`src/hdl/assert_macros.svh`:
```
// Assertion macros for the flow hash RTL.
// No dependencies; included by files that carry assertions.
`ifndef ASSERT_MACROS_SVH
`define ASSERT_MACROS_SVH
// a implies b in the same cycle
`define ASSERT_IMP(label, a, b, msg) \
  label: assert property (@(posedge clk) disable iff (!rst_n) (a) |-> (b)) else $error(msg);
// a implies b in the next cycle
`define ASSERT_NXT(label, a, b, msg) \
  label: assert property (@(posedge clk) disable iff (!rst_n) (a) |=> (b)) else $error(msg);
`endif

```
`src/hdl/cid_pkg.sv`:
```
// Types, constants and functions for the Community ID flow hash.
// No dependencies; used by every module of the block.
package cid_pkg;

  localparam int IdLen  = 30;
  localparam int Rounds = 80;

  localparam logic [7:0] ProtoIcmp   = 8'd1;
  localparam logic [7:0] ProtoTcp    = 8'd6;
  localparam logic [7:0] ProtoUdp    = 8'd17;
  localparam logic [7:0] ProtoIcmp6  = 8'd58;
  localparam logic [7:0] ProtoSctp   = 8'd132;

  localparam logic [7:0] CharOne   = 8'h31;
  localparam logic [7:0] CharColon = 8'h3A;
  localparam logic [7:0] CharPad   = 8'h3D;

  localparam logic [31:0] H0 = 32'h67452301;
  localparam logic [31:0] H1 = 32'hEFCDAB89;
  localparam logic [31:0] H2 = 32'h98BADCFE;
  localparam logic [31:0] H3 = 32'h10325476;
  localparam logic [31:0] H4 = 32'hC3D2E1F0;

  typedef struct packed {
    logic        is_ipv6;
    logic [7:0]  ip_proto;
    logic [63:0] src_addr_high;
    logic [63:0] src_addr_low;
    logic [63:0] dst_addr_high;
    logic [63:0] dst_addr_low;
    logic [15:0] src_port_in;
    logic [15:0] dst_port_in;
    logic [7:0]  icmp_type_in;
    logic [7:0]  icmp_code_in;
  } in_word_t;

  typedef struct packed {
    logic [7:0] char_out;
    logic       last;
  } out_word_t;

  typedef struct packed {
    logic [31:0] a;
    logic [31:0] b;
    logic [31:0] c;
    logic [31:0] d;
    logic [31:0] e;
  } sha_st_t;

  typedef logic [15:0][31:0] sha_win_t;

  // ICMPv4 request/reply pairing; one_way when the type has no partner
  function automatic logic [16:0] icmp4_pair(logic [7:0] ty, logic [7:0] code);
    logic [16:0] r;
    r = {1'b0, 16'd0};
    case (ty)
      8'd8:    r = {1'b0, 16'd0};
      8'd0:    r = {1'b0, 16'd8};
      8'd13:   r = {1'b0, 16'd14};
      8'd14:   r = {1'b0, 16'd13};
      8'd15:   r = {1'b0, 16'd16};
      8'd16:   r = {1'b0, 16'd15};
      8'd10:   r = {1'b0, 16'd9};
      8'd9:    r = {1'b0, 16'd10};
      8'd17:   r = {1'b0, 16'd18};
      8'd18:   r = {1'b0, 16'd17};
      default: r = {1'b1, 8'd0, code};
    endcase
    return r;
  endfunction

  // ICMPv6 request/reply pairing
  function automatic logic [16:0] icmp6_pair(logic [7:0] ty, logic [7:0] code);
    logic [16:0] r;
    r = {1'b0, 16'd0};
    case (ty)
      8'd128:  r = {1'b0, 16'd129};
      8'd129:  r = {1'b0, 16'd128};
      8'd133:  r = {1'b0, 16'd134};
      8'd134:  r = {1'b0, 16'd133};
      8'd135:  r = {1'b0, 16'd136};
      8'd136:  r = {1'b0, 16'd135};
      8'd130:  r = {1'b0, 16'd131};
      8'd131:  r = {1'b0, 16'd130};
      8'd139:  r = {1'b0, 16'd140};
      8'd140:  r = {1'b0, 16'd139};
      8'd144:  r = {1'b0, 16'd145};
      8'd145:  r = {1'b0, 16'd144};
      default: r = {1'b1, 8'd0, code};
    endcase
    return r;
  endfunction

  function automatic logic [31:0] rotl(logic [31:0] x, int n);
    return (x << n) | (x >> (32 - n));
  endfunction

  // one SHA-1 round; rnd is fixed per pipeline stage
  function automatic sha_st_t sha_round(sha_st_t s, logic [31:0] w, int rnd);
    logic [31:0] f;
    logic [31:0] k;
    sha_st_t     o;
    if (rnd < 20) begin
      f = (s.b & s.c) | (~s.b & s.d);
      k = 32'h5A827999;
    end else if (rnd < 40) begin
      f = s.b ^ s.c ^ s.d;
      k = 32'h6ED9EBA1;
    end else if (rnd < 60) begin
      f = (s.b & s.c) | (s.b & s.d) | (s.c & s.d);
      k = 32'h8F1BBCDC;
    end else begin
      f = s.b ^ s.c ^ s.d;
      k = 32'hCA62C1D6;
    end
    o.a = rotl(s.a, 5) + f + s.e + k + w;
    o.b = s.a;
    o.c = rotl(s.b, 30);
    o.d = s.c;
    o.e = s.d;
    return o;
  endfunction

  // base64 alphabet
  function automatic logic [7:0] b64_char(logic [5:0] v);
    logic [7:0] r;
    if (v < 6'd26)      r = 8'h41 + {2'b00, v};
    else if (v < 6'd52) r = 8'h61 + {2'b00, v} - 8'd26;
    else if (v < 6'd62) r = 8'h30 + {2'b00, v} - 8'd52;
    else if (v == 6'd62) r = 8'h2B;
    else                r = 8'h2F;
    return r;
  endfunction

endpackage

```
`src/hdl/cid_b64.sv`:
```
// Output serialiser: "1:" then the base64 digest, one character per word.
// Depends on cid_pkg and assert_macros.svh.
`include "assert_macros.svh"
module cid_b64 (
  input  logic               clk,
  input  logic               rst_n,
  input  logic               dig_v,
  input  logic [159:0]       dig,
  output logic               dig_rdy,
  output logic               out_valid,
  input  logic               out_ready,
  output cid_pkg::out_word_t out_data
);

  logic         busy_r, busy_nxt;
  logic [4:0]   cnt_r, cnt_nxt;
  logic [161:0] sh_r, sh_nxt;
  logic         take, at_last, load;

  assign take    = busy_r & out_ready;
  assign at_last = cnt_r == 5'(cid_pkg::IdLen - 1);
  assign dig_rdy = !busy_r || (take && at_last);
  assign load    = dig_v & dig_rdy;

  // next state
  always_comb begin
    busy_nxt = busy_r;
    cnt_nxt  = cnt_r;
    sh_nxt   = sh_r;
    if (take) begin
      cnt_nxt = cnt_r + 5'd1;
      if (cnt_r >= 5'd2) sh_nxt = {sh_r[155:0], 6'd0};
      if (at_last) busy_nxt = 1'b0;
    end
    if (load) begin
      busy_nxt = 1'b1;
      cnt_nxt  = 5'd0;
      sh_nxt   = {dig, 2'b00};
    end
  end

  always_ff @(posedge clk) begin
    if (!rst_n) begin
      busy_r <= 1'b0;
      cnt_r  <= 5'd0;
    end else begin
      busy_r <= busy_nxt;
      cnt_r  <= cnt_nxt;
    end
  end

  always_ff @(posedge clk) begin
    sh_r <= sh_nxt;
  end

  // character select
  always_comb begin
    case (cnt_r)
      5'd0:    out_data.char_out = cid_pkg::CharOne;
      5'd1:    out_data.char_out = cid_pkg::CharColon;
      5'(cid_pkg::IdLen - 1): out_data.char_out = cid_pkg::CharPad;
      default: out_data.char_out = cid_pkg::b64_char(sh_r[161:156]);
    endcase
    out_data.last = at_last;
  end

  assign out_valid = busy_r;

  `ASSERT_IMP(a_cnt_range, busy_r, cnt_r < 5'(cid_pkg::IdLen), "count past end")
  `ASSERT_NXT(a_last_ends, take && at_last && !dig_v, !busy_r, "busy after last word")
  `ASSERT_NXT(a_stall_hold, busy_r && !out_ready, $stable(cnt_r) && busy_r,
              "count moved while stalled")

endmodule

```
`config.mk`:
```
export PLATFORM = sky130hd
export DESIGN_NAME = cid_b64
export DESIGN_NICKNAME = d
export VERILOG_FILES = /design/src/hdl/cid_pkg.sv /design/src/hdl/cid_b64.sv
export VERILOG_INCLUDE_DIRS = /design/src /design/src/hdl
export SDC_FILE = /design/constraint.sdc
export NUM_CORES = 1
export LEC_CHECK = 0
export ABC_AREA = 1
export BUFFER_PORTS_ARGS = -buffer_cell sky130_fd_sc_hd__buf_2
export CORE_ASPECT_RATIO = 0.5
export CORE_MARGIN = 2
export CORE_UTILIZATION = 31
export CTS_CLUSTER_DIAMETER = 30
export CTS_CLUSTER_SIZE = 30
export DETAILED_ROUTE_END_ITERATION = 7
export GPL_TIMING_DRIVEN = 0
export RECOVER_POWER = 100
export REMOVE_ABC_BUFFERS = 1
export SLEW_MARGIN = 10
export SYNTH_ARGS = -nofsm -noshare
export SYNTH_HDL_FRONTEND = slang
export SYNTH_SLANG_ARGS = --single-unit
```
`constraint.sdc`:
```
create_clock -name clk -period 10.9 [get_ports clk]
set_input_delay 0.545 -clock clk [delete_from_list [all_inputs] [get_ports clk]]
set_output_delay 0.545 -clock clk [all_outputs]
set_load 0.01 [all_outputs]
```
==> impl_metrics.py <==
metrics = {
    "worst_setup_path": {
        "setup.worst_path.start_class": "flop",
        "worstSetupPathType": "reg -> out",
        "critPathMaxFanout": 81,
        "arrival_ns": 6.28,
        "cp_common_cell": "nand2_1",
        "cp-end-kind": "output pin",
        "slowest_stage": "clkbuf_1",
        "crit_path_max_incr_delay_ns": 2.47,
        "cp_cell_sequence": "inv_1, ha_1, nand3_1, nor2_1, nand2_1, nand2_1, clkbuf_1, buf_2",
        "cp_data_required_time_ns": 10.36,
    },
    "place": {
        "place.gp.congestion": 0.7837,
        "place_ws_ns": 7.001,
        "io_buffer_count": 174,
        "dp_hpwl_mm": 11.55,
    },
    "timing": {
        "grt_setup_unrepaired": "no",
        "worst_slack_ns": 4.074,
        "fmax_mhz": 146.5,
        "slew_headroom_pct": -123.3,
        "fin_crit_sh_pct": 62.62,
        "hold_violations": 0,
        "finalMaxSlewViolations": 160,
        "fin_skew_ns": 0.009688,
        "worst_slew_pin_slew_ns": 3.350,
        "setup_viol": 0,
        "period_minus_slack_ns": 6.826,
        "finalSetupTns_ns": 0,
    },
    "global_routing": {
        "grt_pass1_wl_mm": 27.86,
        "grt_pass1_vias": 5698,
        "antenna_found_initial": 0,
        "grt_use_total_pct": 13.16,
        "overflow": 0,
        "grt_max_degree": 100,
    },
    "synth": {
        "synth_warnings": 0,
        "synthCells": 833,
        "synth_top_area_cell": "edfxtp_1",
        "yosys_register_bits": 166,
        "yosysSeqAreaShare_pct": 62.14,
        "yosysUniqueCellTypes": 22,
        "synthTopCellsByArea": "edfxtp_1, nand2_1, nand3_1",
        "synth.avg_cell_area_um2": 9.514,
        "synthesis.area_um2": 7925,
        "synth_top_area_share_pct": 60.63,
    },
    "cells_and_area": {
        "syn_to_final_growth_pct": 22.32,
        "diodes": 0,
        "layout_common_cells": "nand2_1, nand3_1, buf_2",
        "fin_nets": 1155,
        "drive_gt1_share_pct": 20.04,
        "layout_commonest_cell": "nand2_1",
        "n_fill_cell": 2564,
        "post-route-util_pct": 38.57,
    },
    "routing": {
        "via_count": 6081,
        "remaining_drc_errors": 0,
        "antenna_left": 0,
        "drt_iter0_markers": 357,
        "wl_per_cell_um": 13.32,
        "vias_per_cell": 4.548,
        "drtPass1Iterations": 5,
        "drt-total-wl_mm": 17.81,
    },
    "clocking": {
        "cts_sinks": 166,
        "clk_pin_slew_worst_paths_ns": 0.06,
        "post_cts_resized": 0,
        "cts_hold_buf": 0,
        "cts_tree": "yes",
        "htree_levels": 4,
        "clockRootBuffer": "clkbuf_16",
        "cts_setup_buffers": 0,
        "clockBufferDepth": 2,
        "clk_latency_ns": 0.43,
        "numCtsBuffers": 17,
    },
    "flow_run": {
        "maxCapViolCount": 2,
    },
    "power": {
        "power.total_uw": 1542,
        "peakVddDrop_mv": 0.07435,
        "power_leakage_uw": 0.004336,
        "power_density_nw_per_um2": 159.1,
    },
    "worst_hold_path": {
        "hp-class": "in -> reg",
    },
    "floorplanning": {
        "die_h_um": 117.1,
        "rows": 41,
        "pin_count": 175,
        "die_x_um": 230.1,
        "fp.coreArea_um2": 25140,
        "start_util_pct": 31.53,
        "die-area_um2": 26940,
    },
    "status": {
        "violations": "max-capacitance violations, max-slew violations",
        "status": "finished, violations left",
    },
}
[kinds of logic (layout without fill, tap and decap cells)]
group / Yosys count / in the layout / share of synthesized area (%)
simple gates: 561 / 561 / 29.55
compound gates: 11 / 11 / 0.7578
xor+xnor: 6 / 6 / 0.6631
flops: 166 / 166 / 62.14
buf+inv: 80 / 240 / 5.462
fa+ha+maj: 9 / 9 / 1.421
[area by class of cell]
class,instances,area [um^2],share of cell area (%)
well taps,344,430.4,4.440
inverters,26,97.59,1.007
clock inverters,11,158.9,1.639
clock buffers,19,432.9,4.466
flip-flops and latches,166,4925,50.80
repair buffers,184,1062,10.96
multi-input cells,587,2587,26.69
[sequential cells by signal (all words and copies together), names as in the netlist]
signal and count:
sh_r 160, out_valid 1, cnt_r 5
[power breakdown]
group,switching (uW),total [uW],internal [uW]
logic,101,165,64.5
registers,10.1,755,745
clock network,244,622,378
total,355,1540,1190
[through the flow]
step	hold WS (ns)	cells	instance area (um^2)
final	0.3887	1337	9694
after global routing	0.3741	1337	9694
after CTS	0.3565	1337	9788
after detailed placement	0.4971	1307	9196
after global placement	0.4898	1297	8891
after floorplan	0.4874	779	7590
[synthesized netlist by cell type]
master    number
nor2_1        25
nand3_1      169
dfxtp_1        6
inv_1         26
xor2_1         6
edfxtp_1     160
a21oi_1        7
buf_4         17
nand2_2        2
buf_2          1
o21ai_0        2
nor3_1         3
o211ai_1       1
buf_1          1
nand2_1      356
nand4_1        4
nand3b_1       1
a21boi_0       1
nor2_2         1
clkbuf_1      26
buf_6          9
ha_1           9
[per-layer routing]
metal | GRT usage [%] | vias to the layer above | wire (um)
met5 | 0 | - | 0
met2 | 22.37 | 134 | 8820
met3 | 4.239 | 14 | 809
li1 | - | 3097 | -
met4 | 4.860 | 0 | 216
met1 | 15.88 | 2836 | 7961
[worst paths after layout]
kind,start,cells after the start,end,slack (ns)
worst max register to register,cnt_r[1]$_SDFFE_PP0N_,12,sh_r[4]$_SDFFCE_PP0P_,4.24
worst max-delay path,cnt_r[1]$_SDFFE_PP0N_,8,dig_rdy,4.07
worst min-delay path,rst_n,2,out_valid$_SDFFE_PN0P_,0.39
worst min register to register,sh_r[125]$_DFFE_PP_,2,sh_r[131]$_DFFE_PP_,0.51
[critical path, delay by kind of cell, from the launching register on]
family | cells | cell delay (ns)
buf+inv | 3 | 3.03
simple gates | 4 | 2.18
flops | 1 | 0.36
fa+ha+maj | 1 | 0.20
Note: power is estimated with default switching activity, not from simulation.
