==> config.mk <==
export PLATFORM = sky130hd
export DESIGN_NAME = cid_prep
export DESIGN_NICKNAME = d
export VERILOG_FILES = /design/src/hdl/assert_macros.svh /design/src/hdl/cid_pkg.sv /design/src/hdl/cid_prep.sv
export SDC_FILE = /design/constraint.sdc
export NUM_CORES = 1
export LEC_CHECK = 0
export BUFFER_PORTS_ARGS = -buffer_cell sky130_fd_sc_hd__buf_2
export CORE_AREA = 2 2 323 325
export CTS_CLUSTER_DIAMETER = 150
export DETAILED_ROUTE_END_ITERATION = 6
export DIE_AREA = 0 0 325 327
export SLEW_MARGIN = 0
export SYNTH_ARGS = -nofsm -noshare
export SYNTH_HDL_FRONTEND = slang
export SYNTH_SLANG_ARGS = --single-unit
==> constraint.sdc <==
create_clock -name clk -period 5.01 [get_ports clk]
set_input_delay 0.501 -clock clk [delete_from_list [all_inputs] [get_ports clk]]
set_output_delay 0.501 -clock clk [all_outputs]
set_load 0.01 [all_outputs]
==> src/hdl/assert_macros.svh <==
// Assertion macros for the flow hash RTL.
// No dependencies; included by files that carry assertions.
`ifndef ASSERT_MACROS_SVH
`define ASSERT_MACROS_SVH
// a implies b in the same cycle
`define ASSERT_IMP(label, a, b, msg) \
  label: assert property (@(posedge clk) disable iff (!rst_n) (a) |-> (b)) else $error(msg);
// a implies b in the next cycle
`define ASSERT_NXT(label, a, b, msg) \
  label: assert property (@(posedge clk) disable iff (!rst_n) (a) |=> (b)) else $error(msg);
`endif

==> src/hdl/cid_pkg.sv <==
// Types, constants and functions for the Community ID flow hash.
// No dependencies; used by every module of the block.
package cid_pkg;

  localparam int IdLen  = 30;
  localparam int Rounds = 80;

  localparam logic [7:0] ProtoIcmp   = 8'd1;
  localparam logic [7:0] ProtoTcp    = 8'd6;
  localparam logic [7:0] ProtoUdp    = 8'd17;
  localparam logic [7:0] ProtoIcmp6  = 8'd58;
  localparam logic [7:0] ProtoSctp   = 8'd132;

  localparam logic [7:0] CharOne   = 8'h31;
  localparam logic [7:0] CharColon = 8'h3A;
  localparam logic [7:0] CharPad   = 8'h3D;

  localparam logic [31:0] H0 = 32'h67452301;
  localparam logic [31:0] H1 = 32'hEFCDAB89;
  localparam logic [31:0] H2 = 32'h98BADCFE;
  localparam logic [31:0] H3 = 32'h10325476;
  localparam logic [31:0] H4 = 32'hC3D2E1F0;

  typedef struct packed {
    logic        is_ipv6;
    logic [7:0]  ip_proto;
    logic [63:0] src_addr_high;
    logic [63:0] src_addr_low;
    logic [63:0] dst_addr_high;
    logic [63:0] dst_addr_low;
    logic [15:0] src_port_in;
    logic [15:0] dst_port_in;
    logic [7:0]  icmp_type_in;
    logic [7:0]  icmp_code_in;
  } in_word_t;

  typedef struct packed {
    logic [7:0] char_out;
    logic       last;
  } out_word_t;

  typedef struct packed {
    logic [31:0] a;
    logic [31:0] b;
    logic [31:0] c;
    logic [31:0] d;
    logic [31:0] e;
  } sha_st_t;

  typedef logic [15:0][31:0] sha_win_t;

  // ICMPv4 request/reply pairing; one_way when the type has no partner
  function automatic logic [16:0] icmp4_pair(logic [7:0] ty, logic [7:0] code);
    logic [16:0] r;
    r = {1'b0, 16'd0};
    case (ty)
      8'd8:    r = {1'b0, 16'd0};
      8'd0:    r = {1'b0, 16'd8};
      8'd13:   r = {1'b0, 16'd14};
      8'd14:   r = {1'b0, 16'd13};
      8'd15:   r = {1'b0, 16'd16};
      8'd16:   r = {1'b0, 16'd15};
      8'd10:   r = {1'b0, 16'd9};
      8'd9:    r = {1'b0, 16'd10};
      8'd17:   r = {1'b0, 16'd18};
      8'd18:   r = {1'b0, 16'd17};
      default: r = {1'b1, 8'd0, code};
    endcase
    return r;
  endfunction

  // ICMPv6 request/reply pairing
  function automatic logic [16:0] icmp6_pair(logic [7:0] ty, logic [7:0] code);
    logic [16:0] r;
    r = {1'b0, 16'd0};
    case (ty)
      8'd128:  r = {1'b0, 16'd129};
      8'd129:  r = {1'b0, 16'd128};
      8'd133:  r = {1'b0, 16'd134};
      8'd134:  r = {1'b0, 16'd133};
      8'd135:  r = {1'b0, 16'd136};
      8'd136:  r = {1'b0, 16'd135};
      8'd130:  r = {1'b0, 16'd131};
      8'd131:  r = {1'b0, 16'd130};
      8'd139:  r = {1'b0, 16'd140};
      8'd140:  r = {1'b0, 16'd139};
      8'd144:  r = {1'b0, 16'd145};
      8'd145:  r = {1'b0, 16'd144};
      default: r = {1'b1, 8'd0, code};
    endcase
    return r;
  endfunction

  function automatic logic [31:0] rotl(logic [31:0] x, int n);
    return (x << n) | (x >> (32 - n));
  endfunction

  // one SHA-1 round; rnd is fixed per pipeline stage
  function automatic sha_st_t sha_round(sha_st_t s, logic [31:0] w, int rnd);
    logic [31:0] f;
    logic [31:0] k;
    sha_st_t     o;
    if (rnd < 20) begin
      f = (s.b & s.c) | (~s.b & s.d);
      k = 32'h5A827999;
    end else if (rnd < 40) begin
      f = s.b ^ s.c ^ s.d;
      k = 32'h6ED9EBA1;
    end else if (rnd < 60) begin
      f = (s.b & s.c) | (s.b & s.d) | (s.c & s.d);
      k = 32'h8F1BBCDC;
    end else begin
      f = s.b ^ s.c ^ s.d;
      k = 32'hCA62C1D6;
    end
    o.a = rotl(s.a, 5) + f + s.e + k + w;
    o.b = s.a;
    o.c = rotl(s.b, 30);
    o.d = s.c;
    o.e = s.d;
    return o;
  endfunction

  // base64 alphabet
  function automatic logic [7:0] b64_char(logic [5:0] v);
    logic [7:0] r;
    if (v < 6'd26)      r = 8'h41 + {2'b00, v};
    else if (v < 6'd52) r = 8'h61 + {2'b00, v} - 8'd26;
    else if (v < 6'd62) r = 8'h30 + {2'b00, v} - 8'd52;
    else if (v == 6'd62) r = 8'h2B;
    else                r = 8'h2F;
    return r;
  endfunction

endpackage

==> src/hdl/cid_prep.sv <==
// Front end: port mapping, endpoint ordering and SHA-1 block assembly.
// Two register stages; depends on cid_pkg.
module cid_prep (
  input  logic              clk,
  input  logic              rst_n,
  input  logic              en,
  input  logic              in_v,
  input  cid_pkg::in_word_t in_d,
  output logic              blk_v,
  output logic [511:0]      blk
);

  // stage 1 registers
  logic         v1_r, v1_nxt;
  logic         v6_r;
  logic [7:0]   proto_r;
  logic [127:0] sa_r, da_r;
  logic [15:0]  sp_r, dp_r;
  logic         keep_r;
  // stage 2 registers
  logic         v2_r, v2_nxt;
  logic [511:0] blk_r, blk_nxt;

  logic [127:0] sa, da;
  logic [15:0]  sp, dp;
  logic [16:0]  pair;
  logic         one_way, less;

  // map ports and pick the endpoint order
  always_comb begin
    sp      = in_d.src_port_in;
    dp      = in_d.dst_port_in;
    one_way = 1'b0;
    pair    = cid_pkg::icmp4_pair(in_d.icmp_type_in, in_d.icmp_code_in);
    if (!in_d.is_ipv6 && in_d.ip_proto == cid_pkg::ProtoIcmp) begin
      sp      = {8'd0, in_d.icmp_type_in};
      dp      = pair[15:0];
      one_way = pair[16];
    end else if (in_d.is_ipv6 && in_d.ip_proto == cid_pkg::ProtoIcmp6) begin
      pair    = cid_pkg::icmp6_pair(in_d.icmp_type_in, in_d.icmp_code_in);
      sp      = {8'd0, in_d.icmp_type_in};
      dp      = pair[15:0];
      one_way = pair[16];
    end else if (!(in_d.ip_proto inside {cid_pkg::ProtoTcp, cid_pkg::ProtoUdp,
                                          cid_pkg::ProtoSctp})) begin
      sp = 16'd0;
      dp = 16'd0;
    end
    if (in_d.is_ipv6) begin
      sa = {in_d.src_addr_high, in_d.src_addr_low};
      da = {in_d.dst_addr_high, in_d.dst_addr_low};
    end else begin
      sa = {96'd0, in_d.src_addr_low[31:0]};
      da = {96'd0, in_d.dst_addr_low[31:0]};
    end
    if (sa != da) less = sa < da;
    else          less = sp < dp;
  end

  assign v1_nxt = in_v;

  always_ff @(posedge clk) begin
    if (!rst_n) begin
      v1_r <= 1'b0;
    end else if (en) begin
      v1_r <= v1_nxt;
    end
  end

  always_ff @(posedge clk) begin
    if (en) begin
      v6_r    <= in_d.is_ipv6;
      proto_r <= in_d.ip_proto;
      sa_r    <= sa;
      da_r    <= da;
      sp_r    <= sp;
      dp_r    <= dp;
      keep_r  <= one_way | less;
    end
  end

  // assemble the padded message block
  logic [127:0] a1, a2;
  logic [15:0]  p1, p2;
  logic         has_ports;

  always_comb begin
    a1        = keep_r ? sa_r : da_r;
    a2        = keep_r ? da_r : sa_r;
    p1        = keep_r ? sp_r : dp_r;
    p2        = keep_r ? dp_r : sp_r;
    has_ports = proto_r inside {cid_pkg::ProtoIcmp, cid_pkg::ProtoTcp, cid_pkg::ProtoUdp,
                                cid_pkg::ProtoIcmp6, cid_pkg::ProtoSctp};
    case ({v6_r, has_ports})
      2'b01:   blk_nxt = {16'd0, a1[31:0], a2[31:0], proto_r, 8'd0, p1, p2, 8'h80,
                          312'd0, 64'd128};
      2'b00:   blk_nxt = {16'd0, a1[31:0], a2[31:0], proto_r, 8'd0, 8'h80,
                          344'd0, 64'd96};
      2'b11:   blk_nxt = {16'd0, a1, a2, proto_r, 8'd0, p1, p2, 8'h80,
                          120'd0, 64'd320};
      default: blk_nxt = {16'd0, a1, a2, proto_r, 8'd0, 8'h80,
                          152'd0, 64'd288};
    endcase
  end

  assign v2_nxt = v1_r;

  always_ff @(posedge clk) begin
    if (!rst_n) begin
      v2_r <= 1'b0;
    end else if (en) begin
      v2_r <= v2_nxt;
    end
  end

  always_ff @(posedge clk) begin
    if (en) begin
      blk_r <= blk_nxt;
    end
  end

  assign blk_v = v2_r;
  assign blk   = blk_r;

endmodule

==> results.sh, run 1 <==
export IMPL_period_share_pct=81.4
export IMPL_crit_required_ns=5.41
export IMPL_yosysWarnings=0
export IMPL_rows=118
export IMPL_power_density_nw_per_um2=375
export IMPL_coreArea_um2=103000
export IMPL_end_kind="register"
export IMPL_grt_overflow=0
export IMPL_ys_ff_latch=601
export IMPL_p_sw_share_pct=27.3
export IMPL_ant_nets=0
export IMPL_worst_pin_slew_ns=1.05
export IMPL_nets=3472
export IMPL_async_reset_ff_share_pct=0
export IMPL_ys_flop_type="edfxtp_1"
export IMPL_skew_ns=0.0318
export IMPL_portBuffers=618
export IMPL_htree_levels=3
export IMPL_io_pins=830
export IMPL_synthCells=2386
export IMPL_worstSkewPairLatency_ns=0.65
export IMPL_place_congestion=0.893
export IMPL_hold_class="in2reg"
export IMPL_reg2reg_to="blk[446]"
export IMPL_via_per_inst=4.62
export IMPL_p_total_mw=13.7
export IMPL_grt_max_degree=120
export IMPL_worstPathArrival_ns=4.47
export IMPL_yosysTopAreaCellShare_pct=60.0
export IMPL_dp_hpwl_um=79200
export IMPL_root_buffer="clkbuf_16"
export IMPL_p_sw_mw=3.74
export IMPL_cp_max_fo=10
export IMPL_critPathBufInv=3
export IMPL_syn_area_per_cell_um2=12.6
export IMPL_hold_violations=0
export IMPL_cts_sinks=601
export IMPL_path_clk_slew_ns=0.06
export IMPL_critPathKind="in2reg"
export IMPL_peakVddDrop_uv=233
export IMPL_cp_num_cells=17
export IMPL_r2r_start="proto_r[4]"
export IMPL_rsz0062_at_grt="no"
export IMPL_drt_pre_antenna_iters=7
export IMPL_die_height_um=327
export IMPL_pwr_share_seq_pct=45.5
export IMPL_synth_top_cell_by_area="edfxtp_1"
export IMPL_setup_viol=0
export IMPL_fp_dieArea_um2=106000
export IMPL_crit_chain="dlygate4sd3_1, buf_2, or3_1, or4_1, nand2_2, a21o_1, o31ai_1, nor3_1, inv_1, ha_1, nand4_1, nor2_1, o21ai_0, o211ai_1, o21bai_1, a2111oi_2, a211o_1"
export IMPL_grt_pass1_wl_um=140000
export IMPL_hp_start="in_d[176]"
export IMPL_cpPeakStageDelay_ns=0.62
export IMPL_ys_types=68
export IMPL_outcome="finished clean"
export IMPL_holdPathEnd="sa_r[0]"
export IMPL_power_share_clock_pct=39.1
export IMPL_initial_core_util_pct=29.1
export IMPL_rr_worst_depth=10
export IMPL_cts_buffer_depth=3
export IMPL_critPathTopFamily="simple AND/OR/NAND/NOR gates"
export IMPL_cts_tree="yes"
export IMPL_cts_buffers=73
export IMPL_syn_cell_area_um2=30000
export IMPL_vias=20600
export IMPL_ys_seq_area_share_pct=60.1
export IMPL_grt_use_total_pct=18.4
export IMPL_p_leak_nw=16.2
export IMPL_min_path_cells=1
export IMPL_synth_area_top_cells="edfxtp_1 60%, mux2i_1 9.7%, ha_1 6.1%, buf_4 5.3%, nor2_1 2.8%"
export IMPL_internal_power_mw=9.95
export IMPL_wl_um=102000
export IMPL_die_width_um=325
export IMPL_r2r_slack_ns=1.57
export IMPL_fin_crit_ns=4.08
export IMPL_synth_edff_count=599
export IMPL_layout_drive_gt1_share_pct=25.2
export IMPL_fmax_mhz=245
export IMPL_max_cap_violations=0
export IMPL_p_comb_share_pct=15.4
export IMPL_drc_errors=0
export IMPL_drt_iter0_markers=1667
export IMPL_slew_headroom_pct=27.9
export IMPL_syn_to_final_growth_pct=21.6
export IMPL_slew_violations=0
export IMPL_finalSetupTns_ns=0
export IMPL_antenna_found_initial=36
export IMPL_cp_slowest_cell="or4_1"
export IMPL_critPathLaunchType="input port"
export IMPL_grt_pass1_vias=19800
export IMPL_wl_per_cell_um=22.8
## through the flow
stage	util (%)	hold WS (ns)	setup slack, ns	cell area [um2]	std cells
after floorplan	-	0.482	1.44	30800	2596
after detailed placement	33.1	0.525	0.527	34000	4312
after global routing	35.4	0.0344	0.645	36400	4445
final	35.4	0.0534	0.931	36500	4453
after CTS	35.4	0.00642	1.01	36400	4438
after global placement	33.1	0.497	0.640	34000	4312
## registers in the layout, indices dropped and copies added, names as in the netlist
register,cells
blk_v,1
dp_r,16
sa_r,128
sp_r,16
keep_r,1
blk,301
v6_r,1
proto_r,8
da_r,128
v1_r,1
## Yosys cell counts (all sizes together) (5+ instances only)
library cell / n
clkbuf: 77
mux2i: 291
nor3: 13
a21o: 11
edfxtp: 599
a211oi: 14
nand2b: 13
a21oi: 46
buf: 241
nor2b: 8
inv: 154
ha: 147
nand2: 143
o22ai: 99
a221oi: 5
a31oi: 5
a22o: 9
o211ai: 10
nand4: 28
o21ai: 53
nor4: 7
and2: 115
nand3: 13
nor2: 222
## kinds of logic (layout without fill, tap and decap cells)
kind of cell | after synthesis | count (layout) | share of synthesized area (%)
XOR/XNOR | 3 | 3 | 0.0876
AO/OA/AOI/OAI | 289 | 289 | 6.26
AND/OR/NAND/NOR | 581 | 581 | 9.08
adder cells (fa/ha/maj) | 147 | 147 | 6.13
buffers and inverters | 472 | 934 | 8.55
multiplexers | 292 | 292 | 9.75
flip-flops | 601 | 601 | 60.1
other | 1 | 226 | 0.0125
## timing repair
action                    4_1_cts  5_1_grt
hold endpoints to repair        1        0
gates resized for setup         0        0
hold buffers                    1        0
buffers inserted                0        0
## cell type report
cell class | instances | area, um2
sequential | 601 | 18000
clock buffer | 88 | 1930
timing repair buffer | 655 | 3510
fill | 10200 | 66400
clock inverter | 37 | 442
inverter | 154 | 578
tap | 1380 | 1730
multi-input combinational | 1523 | 10200
antenna | 15 | 37.5
## per-layer routing
metal	vias to the layer above	part of all wire, %	global-route usage (%)
met5	-	0.099	0
met2	866	50	32.6
li1	9521	-	-
met1	10000	40	22.6
met4	16	2.4	5.42
met3	148	6.8	3.69
## worst register-to-register path: stages, from the launching register on
cell and delay, ns:
edfxtp_1 0.42, inv_1 0.16, a21oi_1 0.09, nor3_1 0.14, a41oi_1 0.07, nor3_1 0.47, inv_1 0.14, ha_1 0.31
nor2_4 0.68, buf_12 0.38, o22ai_1 0.25
## worst max-delay path by stage
stage,from,end,slack (ns)
floorplan,in_d[305],keep_r,1.44
CTS,in_d[307],keep_r,1.01
finish,in_d[307],keep_r,0.93
global route,in_d[307],keep_r,0.65
detailed placement,in_d[312],keep_r,0.53
global placement,in_d[312],keep_r,0.64
## layout by cell type, fill, tap and decap left out, drive strengths merged, types with 3 or more instances in the layout
master / netlist / final
a22oi: 3 / 3
nor2b: 8 / 8
nand3: 13 / 13
a2111oi: 4 / 4
nor4b: 3 / 3
or3: 3 / 3
a31oi: 5 / 5
mux2i: 291 / 291
o21bai: 3 / 3
nand2b: 13 / 13
edfxtp: 599 / 599
nor4: 7 / 7
o21ai: 53 / 53
a21oi: 46 / 46
a221oi: 5 / 5
ha: 147 / 147
clkinv: 0 / 20
a211o: 4 / 4
inv: 154 / 160
nor3: 13 / 13
clkinvlp: 0 / 3
nand2: 143 / 143
o22ai: 99 / 99
a211oi: 14 / 14
clkbuf: 77 / 88
o211ai: 10 / 10
bufinv: 0 / 8
and3: 3 / 3
a311oi: 3 / 3
buf: 241 / 654
diode: 0 / 15
a21o: 11 / 11
nor2: 222 / 222
nand4: 28 / 28
a22o: 9 / 9
and2: 115 / 115
conb: 1 / 211
## power groups by stage
stage / clock, mW / sequential [mW] / combinational, mW
after floorplan: 0 / 6.38 / 1.13
after global placement: 0 / 6.32 / 2.13
after detailed placement: 0 / 6.32 / 2.14
after CTS: 5.49 / 6.22 / 2.14
after global routing: 5.65 / 6.26 / 2.30
final: 5.36 / 6.22 / 2.11
No activity file was read; power rests on OpenSTA's default activity.
==> inputs of run 2 (changes only) <==
==> constraint.sdc (replaced) <==
create_clock -name clk -period 4.24 [get_ports clk]
set_input_delay 0.424 -clock clk [delete_from_list [all_inputs] [get_ports clk]]
set_output_delay 0.424 -clock clk [all_outputs]
set_load 0.01 [all_outputs]
==> run 2 against run 1 <==
Compared with the run above: sequential power up 18%; power up 18%; worst setup slack worse by 0.58 ns; worst hold slack worse by 0.0078 ns; sequential share of layout area down 0.99 points; sequential cell count unchanged; final area up 2.0%; cell count up 1.5%; utilization up 0.72 points; routed wire length about the same; critical path depth unchanged; non-clock buffer count up 77; critical path type unchanged.
==> results.sh, run 2 (same netlist as run 1, synthesis figures left out) <==
export IMPL_fmax_mhz=257
export IMPL_grt_pass1_vias=20100
export IMPL_wl_per_cell_um=22.5
export IMPL_peakVddDrop_uv=260
export IMPL_root_buffer="clkbuf_16"
export IMPL_setup_viol=0
export IMPL_hold_violations=0
export IMPL_placedCellCount=4330
export IMPL_cts_hold_buf=60
export IMPL_drt_iter0_markers=1744
export IMPL_rsz0062_at_grt="no"
export IMPL_layout_commonest_cell="buf_2"
export IMPL_cts_tree="yes"
export IMPL_htree_levels=3
export IMPL_via_per_inst=4.64
export IMPL_path_clk_slew_ns=0.06
export IMPL_wl_um=102000
export IMPL_grt_overflow=0
export IMPL_crit_chain="dlygate4sd3_1, buf_2, or4b_4, or4_1, nand2_2, a21o_1, o31ai_1, nor3_1, inv_1, ha_1, nand4_1, nor2_1, o21ai_0, o211ai_1, o21bai_1, a2111oi_2, a211o_1"
export IMPL_critPathBufInv=3
export IMPL_critPathTopFamily="simple AND/OR/NAND/NOR gates"
export IMPL_portBuffers=618
export IMPL_power_density_nw_per_um2=434
export IMPL_drt_pre_antenna_iters=6
export IMPL_cp_slowest_cell="or4_1"
export IMPL_internal_power_mw=11.8
export IMPL_grt_max_degree=95
export IMPL_end_kind="register"
export IMPL_fp_dieArea_um2=106000
export IMPL_fillers=10100
export IMPL_syn_to_final_growth_pct=24.1
export IMPL_p_sw_mw=4.37
export IMPL_worstSkewPairLatency_ns=0.65
export IMPL_largest_register_ffs=301
export IMPL_io_pins=830
export IMPL_crit_required_ns=4.63
export IMPL_finalSetupTns_ns=0
export IMPL_layout_drive_gt1_share_pct=25.2
export IMPL_p_leak_nw=16.6
export IMPL_ant_nets=0
export IMPL_cts_repair_resized=0
export IMPL_worst_pin_slew_ns=0.969
export IMPL_grt_pass1_wl_um=141000
export IMPL_fin_cells=4520
export IMPL_slew_violations=0
export IMPL_cts_buffers=71
export IMPL_coreArea_um2=103000
export IMPL_p_comb_share_pct=16.0
export IMPL_fin_util_pct=36.2
export IMPL_post_cts_buffers=0
export IMPL_worst_hold_slack_ns=0.0456
export IMPL_drc_errors=0
export IMPL_p_sw_share_pct=27.0
export IMPL_place_congestion=0.912
export IMPL_critPathKind="in2reg"
export IMPL_final_cell_mix="616 x buf_2, 599 x edfxtp_1, 290 x mux2i_1"
export IMPL_die_width_um=325
export IMPL_cts_sinks=601
export IMPL_antenna_found_initial=21
export IMPL_cpPeakStageDelay_ns=0.56
export IMPL_max_cap_violations=0
export IMPL_dp_hpwl_um=79900
export IMPL_critPathLaunchType="input port"
export IMPL_pwr_share_seq_pct=45.5
export IMPL_rows=118
export IMPL_grt_use_total_pct=18.5
export IMPL_slew_headroom_pct=33.6
export IMPL_period_share_pct=91.6
export IMPL_nets=3547
export IMPL_skew_ns=0.0415
export IMPL_cp_max_fo=5
export IMPL_outcome="finished clean"
export IMPL_hold_class="in2reg"
export IMPL_cts_buffer_depth=3
export IMPL_power_share_clock_pct=38.4
export IMPL_die_height_um=327
export IMPL_vias=21000
export IMPL_initial_core_util_pct=29.1
export IMPL_worstPathArrival_ns=4.27
export IMPL_fin_crit_ns=3.88
-- run 2: cell count changes in the layout (fill, tap and decap cells not counted), sizes merged --
cell / before / now
buf: 654 / 672
bufinv: 8 / 9
clkbuf: 88 / 85
clkinv: 20 / 24
clkinvlp: 3 / 4
diode: 15 / 6
dlygate4sd3: 1 / 60
inv: 160 / 156
-- run 2: final timing paths --
path / start / end / cells after the start / slack (ns)
hold reg to reg: blk_v / blk_v / 2 / 0.52
setup reg to reg: proto_r[2] / blk[480] / 9 / 1.02
hold / removal: in_d[205] / sa_r[29] / 1 / 0.05
setup / recovery: in_d[305] / keep_r / 17 / 0.36
-- run 2: stage by stage --
step | power [mW] | setup slack, ns | instance area (um2)
floorplan | 8.88 | 0.749 | 30800
global route | 16.7 | 0.138 | 37200
CTS | 16.3 | 0.400 | 37200
finish | 16.1 | 0.356 | 37200
global placement | 10.0 | 0.199 | 34300
detailed placement | 10.0 | 0.198 | 34300
-- run 2: layout make-up --
cell class | count | area (um2) | area share (%)
tap | 1380 | 1730 | 4.64
multi-input combinational | 1523 | 10200 | 27.4
inverter | 154 | 578 | 1.55
clock inverter | 39 | 448 | 1.20
antenna | 6 | 15.0 | 0.0404
clock buffer | 85 | 1870 | 5.03
sequential | 601 | 18000 | 48.5
timing repair buffer | 732 | 4330 | 11.6
-- run 2: routing by layer --
| layer | vias to the layer above | share of wire (%) | global-route usage [%] |
|---|---|---|---|
| li1 | 9661 | - | - |
| met1 | 10300 | 41 | 23.2 |
| met2 | 900 | 50 | 32.3 |
| met3 | 131 | 6.4 | 3.45 |
| met4 | 14 | 2.2 | 5.15 |
| met5 | - | 0.091 | 0 |
-- run 2: power by group through the flow --
| stage | clock [mW] | sequential, mW | combinational (mW) |
|---|---|---|---|
| after global routing | 6.54 | 7.40 | 2.81 |
| after global placement | 0 | 7.47 | 2.55 |
| final | 6.20 | 7.35 | 2.59 |
| after CTS | 6.34 | 7.35 | 2.63 |
| after detailed placement | 0 | 7.47 | 2.57 |
| after floorplan | 0 | 7.54 | 1.33 |
==> inputs of run 3 (changes only) <==
--- a/config.mk
+++ b/config.mk
@@ -7,9 +7,11 @@
 export LEC_CHECK = 0
 export BUFFER_PORTS_ARGS = -buffer_cell sky130_fd_sc_hd__buf_2
 export CORE_AREA = 2 2 323 325
+export CTS_BUF_LIST = sky130_fd_sc_hd__clkbuf_4 sky130_fd_sc_hd__clkbuf_8 sky130_fd_sc_hd__clkbuf_16
 export CTS_CLUSTER_DIAMETER = 150
 export DETAILED_ROUTE_END_ITERATION = 6
 export DIE_AREA = 0 0 325 327
+export GPL_TIMING_DRIVEN = 0
 export SLEW_MARGIN = 0
 export SYNTH_ARGS = -nofsm -noshare
 export SYNTH_HDL_FRONTEND = slang
==> run 3 against run 2 <==
Compared with the run above: the flow now finishes with violations (negative setup slack); via count up 9.8%; count of clock-buffer cells in the layout fell by 1; fmax down 10%; sequential share of layout area fell by 2.0 points; critical path type unchanged; critical endpoint unchanged; largest cell class unchanged.
==> results.sh, run 3 (same netlist as run 1, synthesis figures left out) <==
export IMPL_outcome="complete, but fails checks"
export IMPL_violations="negative setup slack"
export IMPL_vias=23000
export IMPL_drt_pre_antenna_iters=6
export IMPL_cts_sinks=601
export IMPL_crit_start="in_d[312]"
export IMPL_period_share_pct=102
export IMPL_via_per_inst=4.79
export IMPL_cp_max_fo=10
export IMPL_portBuffers=618
export IMPL_slew_violations=0
export IMPL_p_sw_share_pct=29.0
export IMPL_hold_class="in2reg"
export IMPL_worst_hold_slack_ns=0.0555
export IMPL_reg2reg_to="blk[300]"
export IMPL_setup_ws_ns=-0.0926
export IMPL_hold_violations=0
export IMPL_cts_tree="yes"
export IMPL_slew_headroom_pct=2.42
export IMPL_layout_commonest_cell="buf_2"
export IMPL_worst_pin_slew_ns=1.46
export IMPL_htree_levels=3
export IMPL_cts_buffers=71
export IMPL_worstSkewPairLatency_ns=0.65
export IMPL_holdPathEnd="sa_r[25]"
export IMPL_antenna_found_initial=31
export IMPL_cp_slowest_cell="o21ai_0"
export IMPL_wl_per_cell_um=27.6
export IMPL_min_path_cells=1
export IMPL_place_congestion=0.945
export IMPL_grt_use_total_pct=24.1
export IMPL_critPathLaunchType="input port"
export IMPL_grt_max_degree=126
export IMPL_dp_hpwl_um=104000
export IMPL_rows=118
export IMPL_hp_start="in_d[201]"
export IMPL_grt_pass1_wl_um=176000
export IMPL_rsz0062_at_grt="yes"
export IMPL_fp_dieArea_um2=106000
export IMPL_cpPeakStageDelay_ns=0.82
export IMPL_syn_to_final_growth_pct=29.4
export IMPL_layout_drive_gt1_share_pct=29.7
export IMPL_setup_viol=1
export IMPL_wl_um=132000
export IMPL_coreArea_um2=103000
export IMPL_io_pins=830
export IMPL_grt_pass1_vias=22500
export IMPL_r2r_slack_ns=0.32
export IMPL_crit_required_ns=4.65
export IMPL_max_cap_violations=0
export IMPL_peakVddDrop_uv=270
export IMPL_finalSetupTns_ns=-0.0926
export IMPL_cts_buffer_depth=3
export IMPL_nets=3821
export IMPL_worstPathArrival_ns=4.75
export IMPL_largest_register_ffs=301
export IMPL_p_leak_nw=17.8
export IMPL_final_cell_mix="628 x buf_2, 599 x edfxtp_1, 290 x mux2i_1"
export IMPL_crit_chain="buf_2, clkbuf_1, clkbuf_1, clkbuf_2, and2_1, ha_1, nand4_1, o21ai_0, a211o_1, a311oi_1, o21ai_0, a31oi_1, and4b_1, a211o_1"
export IMPL_drc_errors=0
export IMPL_fin_crit_ns=4.33
export IMPL_rr_worst_depth=11
export IMPL_p_sw_mw=4.78
export IMPL_die_height_um=327
export IMPL_power_density_nw_per_um2=425
export IMPL_die_width_um=325
export IMPL_root_buffer="clkbuf_16"
export IMPL_critPathKind="in2reg"
export IMPL_initial_core_util_pct=29.1
export IMPL_fmax_mhz=231
export IMPL_path_clk_slew_ns=0.07
export IMPL_p_comb_share_pct=18.7
export IMPL_power_share_clock_pct=36.6
export IMPL_r2r_start="proto_r[4]"
export IMPL_grt_overflow=0
export IMPL_skew_ns=0.0375
export IMPL_internal_power_mw=11.7
export IMPL_drt_iter0_markers=2577
export IMPL_ant_nets=0
export IMPL_pwr_share_seq_pct=44.7
export IMPL_end_kind="register"
export IMPL_p_total_mw=16.5
## run 3: per-stage QoR
step,worst slack [ns],cells,utilization [%],area [um2]
3_5_place_dp,-2.28,4602,34.8,35800
6_report,-0.0926,4801,37.7,38800
4_1_cts,0.00823,4790,37.7,38800
5_1_grt,-0.0250,4796,37.7,38800
3_3_place_gp,-6.95,4594,34.6,35600
2_1_floorplan,0.749,2596,-,30800
## run 3: area by class of cell
cell class | count | area, um2
flip-flops and latches | 601 | 18000
fillers | 10200 | 64100
plain buffers | 317 | 2050
clock buffers | 84 | 1930
multi-input cells | 1523 | 10200
repair buffers | 689 | 3900
inverters | 154 | 578
clock inverters | 41 | 318
well taps | 1380 | 1730
diodes | 12 | 30.0
## run 3: worst max path at each step
stage / end / slack, ns / cells after the start
global route: keep_r / -0.03 / 12
CTS: keep_r / 0.008 / 15
finish: keep_r / -0.09 / 14
global placement: v1_r / -6.95 / 3
detailed placement: keep_r / -2.28 / 14
floorplan: keep_r / 0.75 / 16
## run 3: timing repair
item	CTS	global route
endpoints found under the hold margin	63	0
pin swaps	1	1
gates resized for setup	33	17
setup buffers	1	0
hold buffers	62	0
endpoints found under the setup margin	133	27
## run 3: critical path: cells and delay by family
kind            cells  cell delay, ns
compound gates      6            1.92
buf+inv             4            1.50
simple gates        3            0.73
fa+ha+maj           1            0.14
## run 3: metal layers
| layer | GRT usage [%] | vias up | routed length, um |
|---|---|---|---|
| met1 | 30.4 | 11300 | 52600 |
| met2 | 41.2 | 1285 | 64400 |
| met5 | 0 | - | 82 |
| met3 | 4.59 | 193 | 11000 |
| met4 | 8.58 | 12 | 4330 |
| li1 | - | 10200 | - |
## run 3: power groups by stage
stage | Combinational [mW] | Clock (mW) | Sequential (mW)
CTS | 3.10 | 6.11 | 7.36
detailed placement | 3.03 | 0 | 7.47
global route | 3.28 | 6.32 | 7.40
finish | 3.08 | 6.04 | 7.36
global placement | 3.00 | 0 | 7.58
floorplan | 1.33 | 0 | 7.54
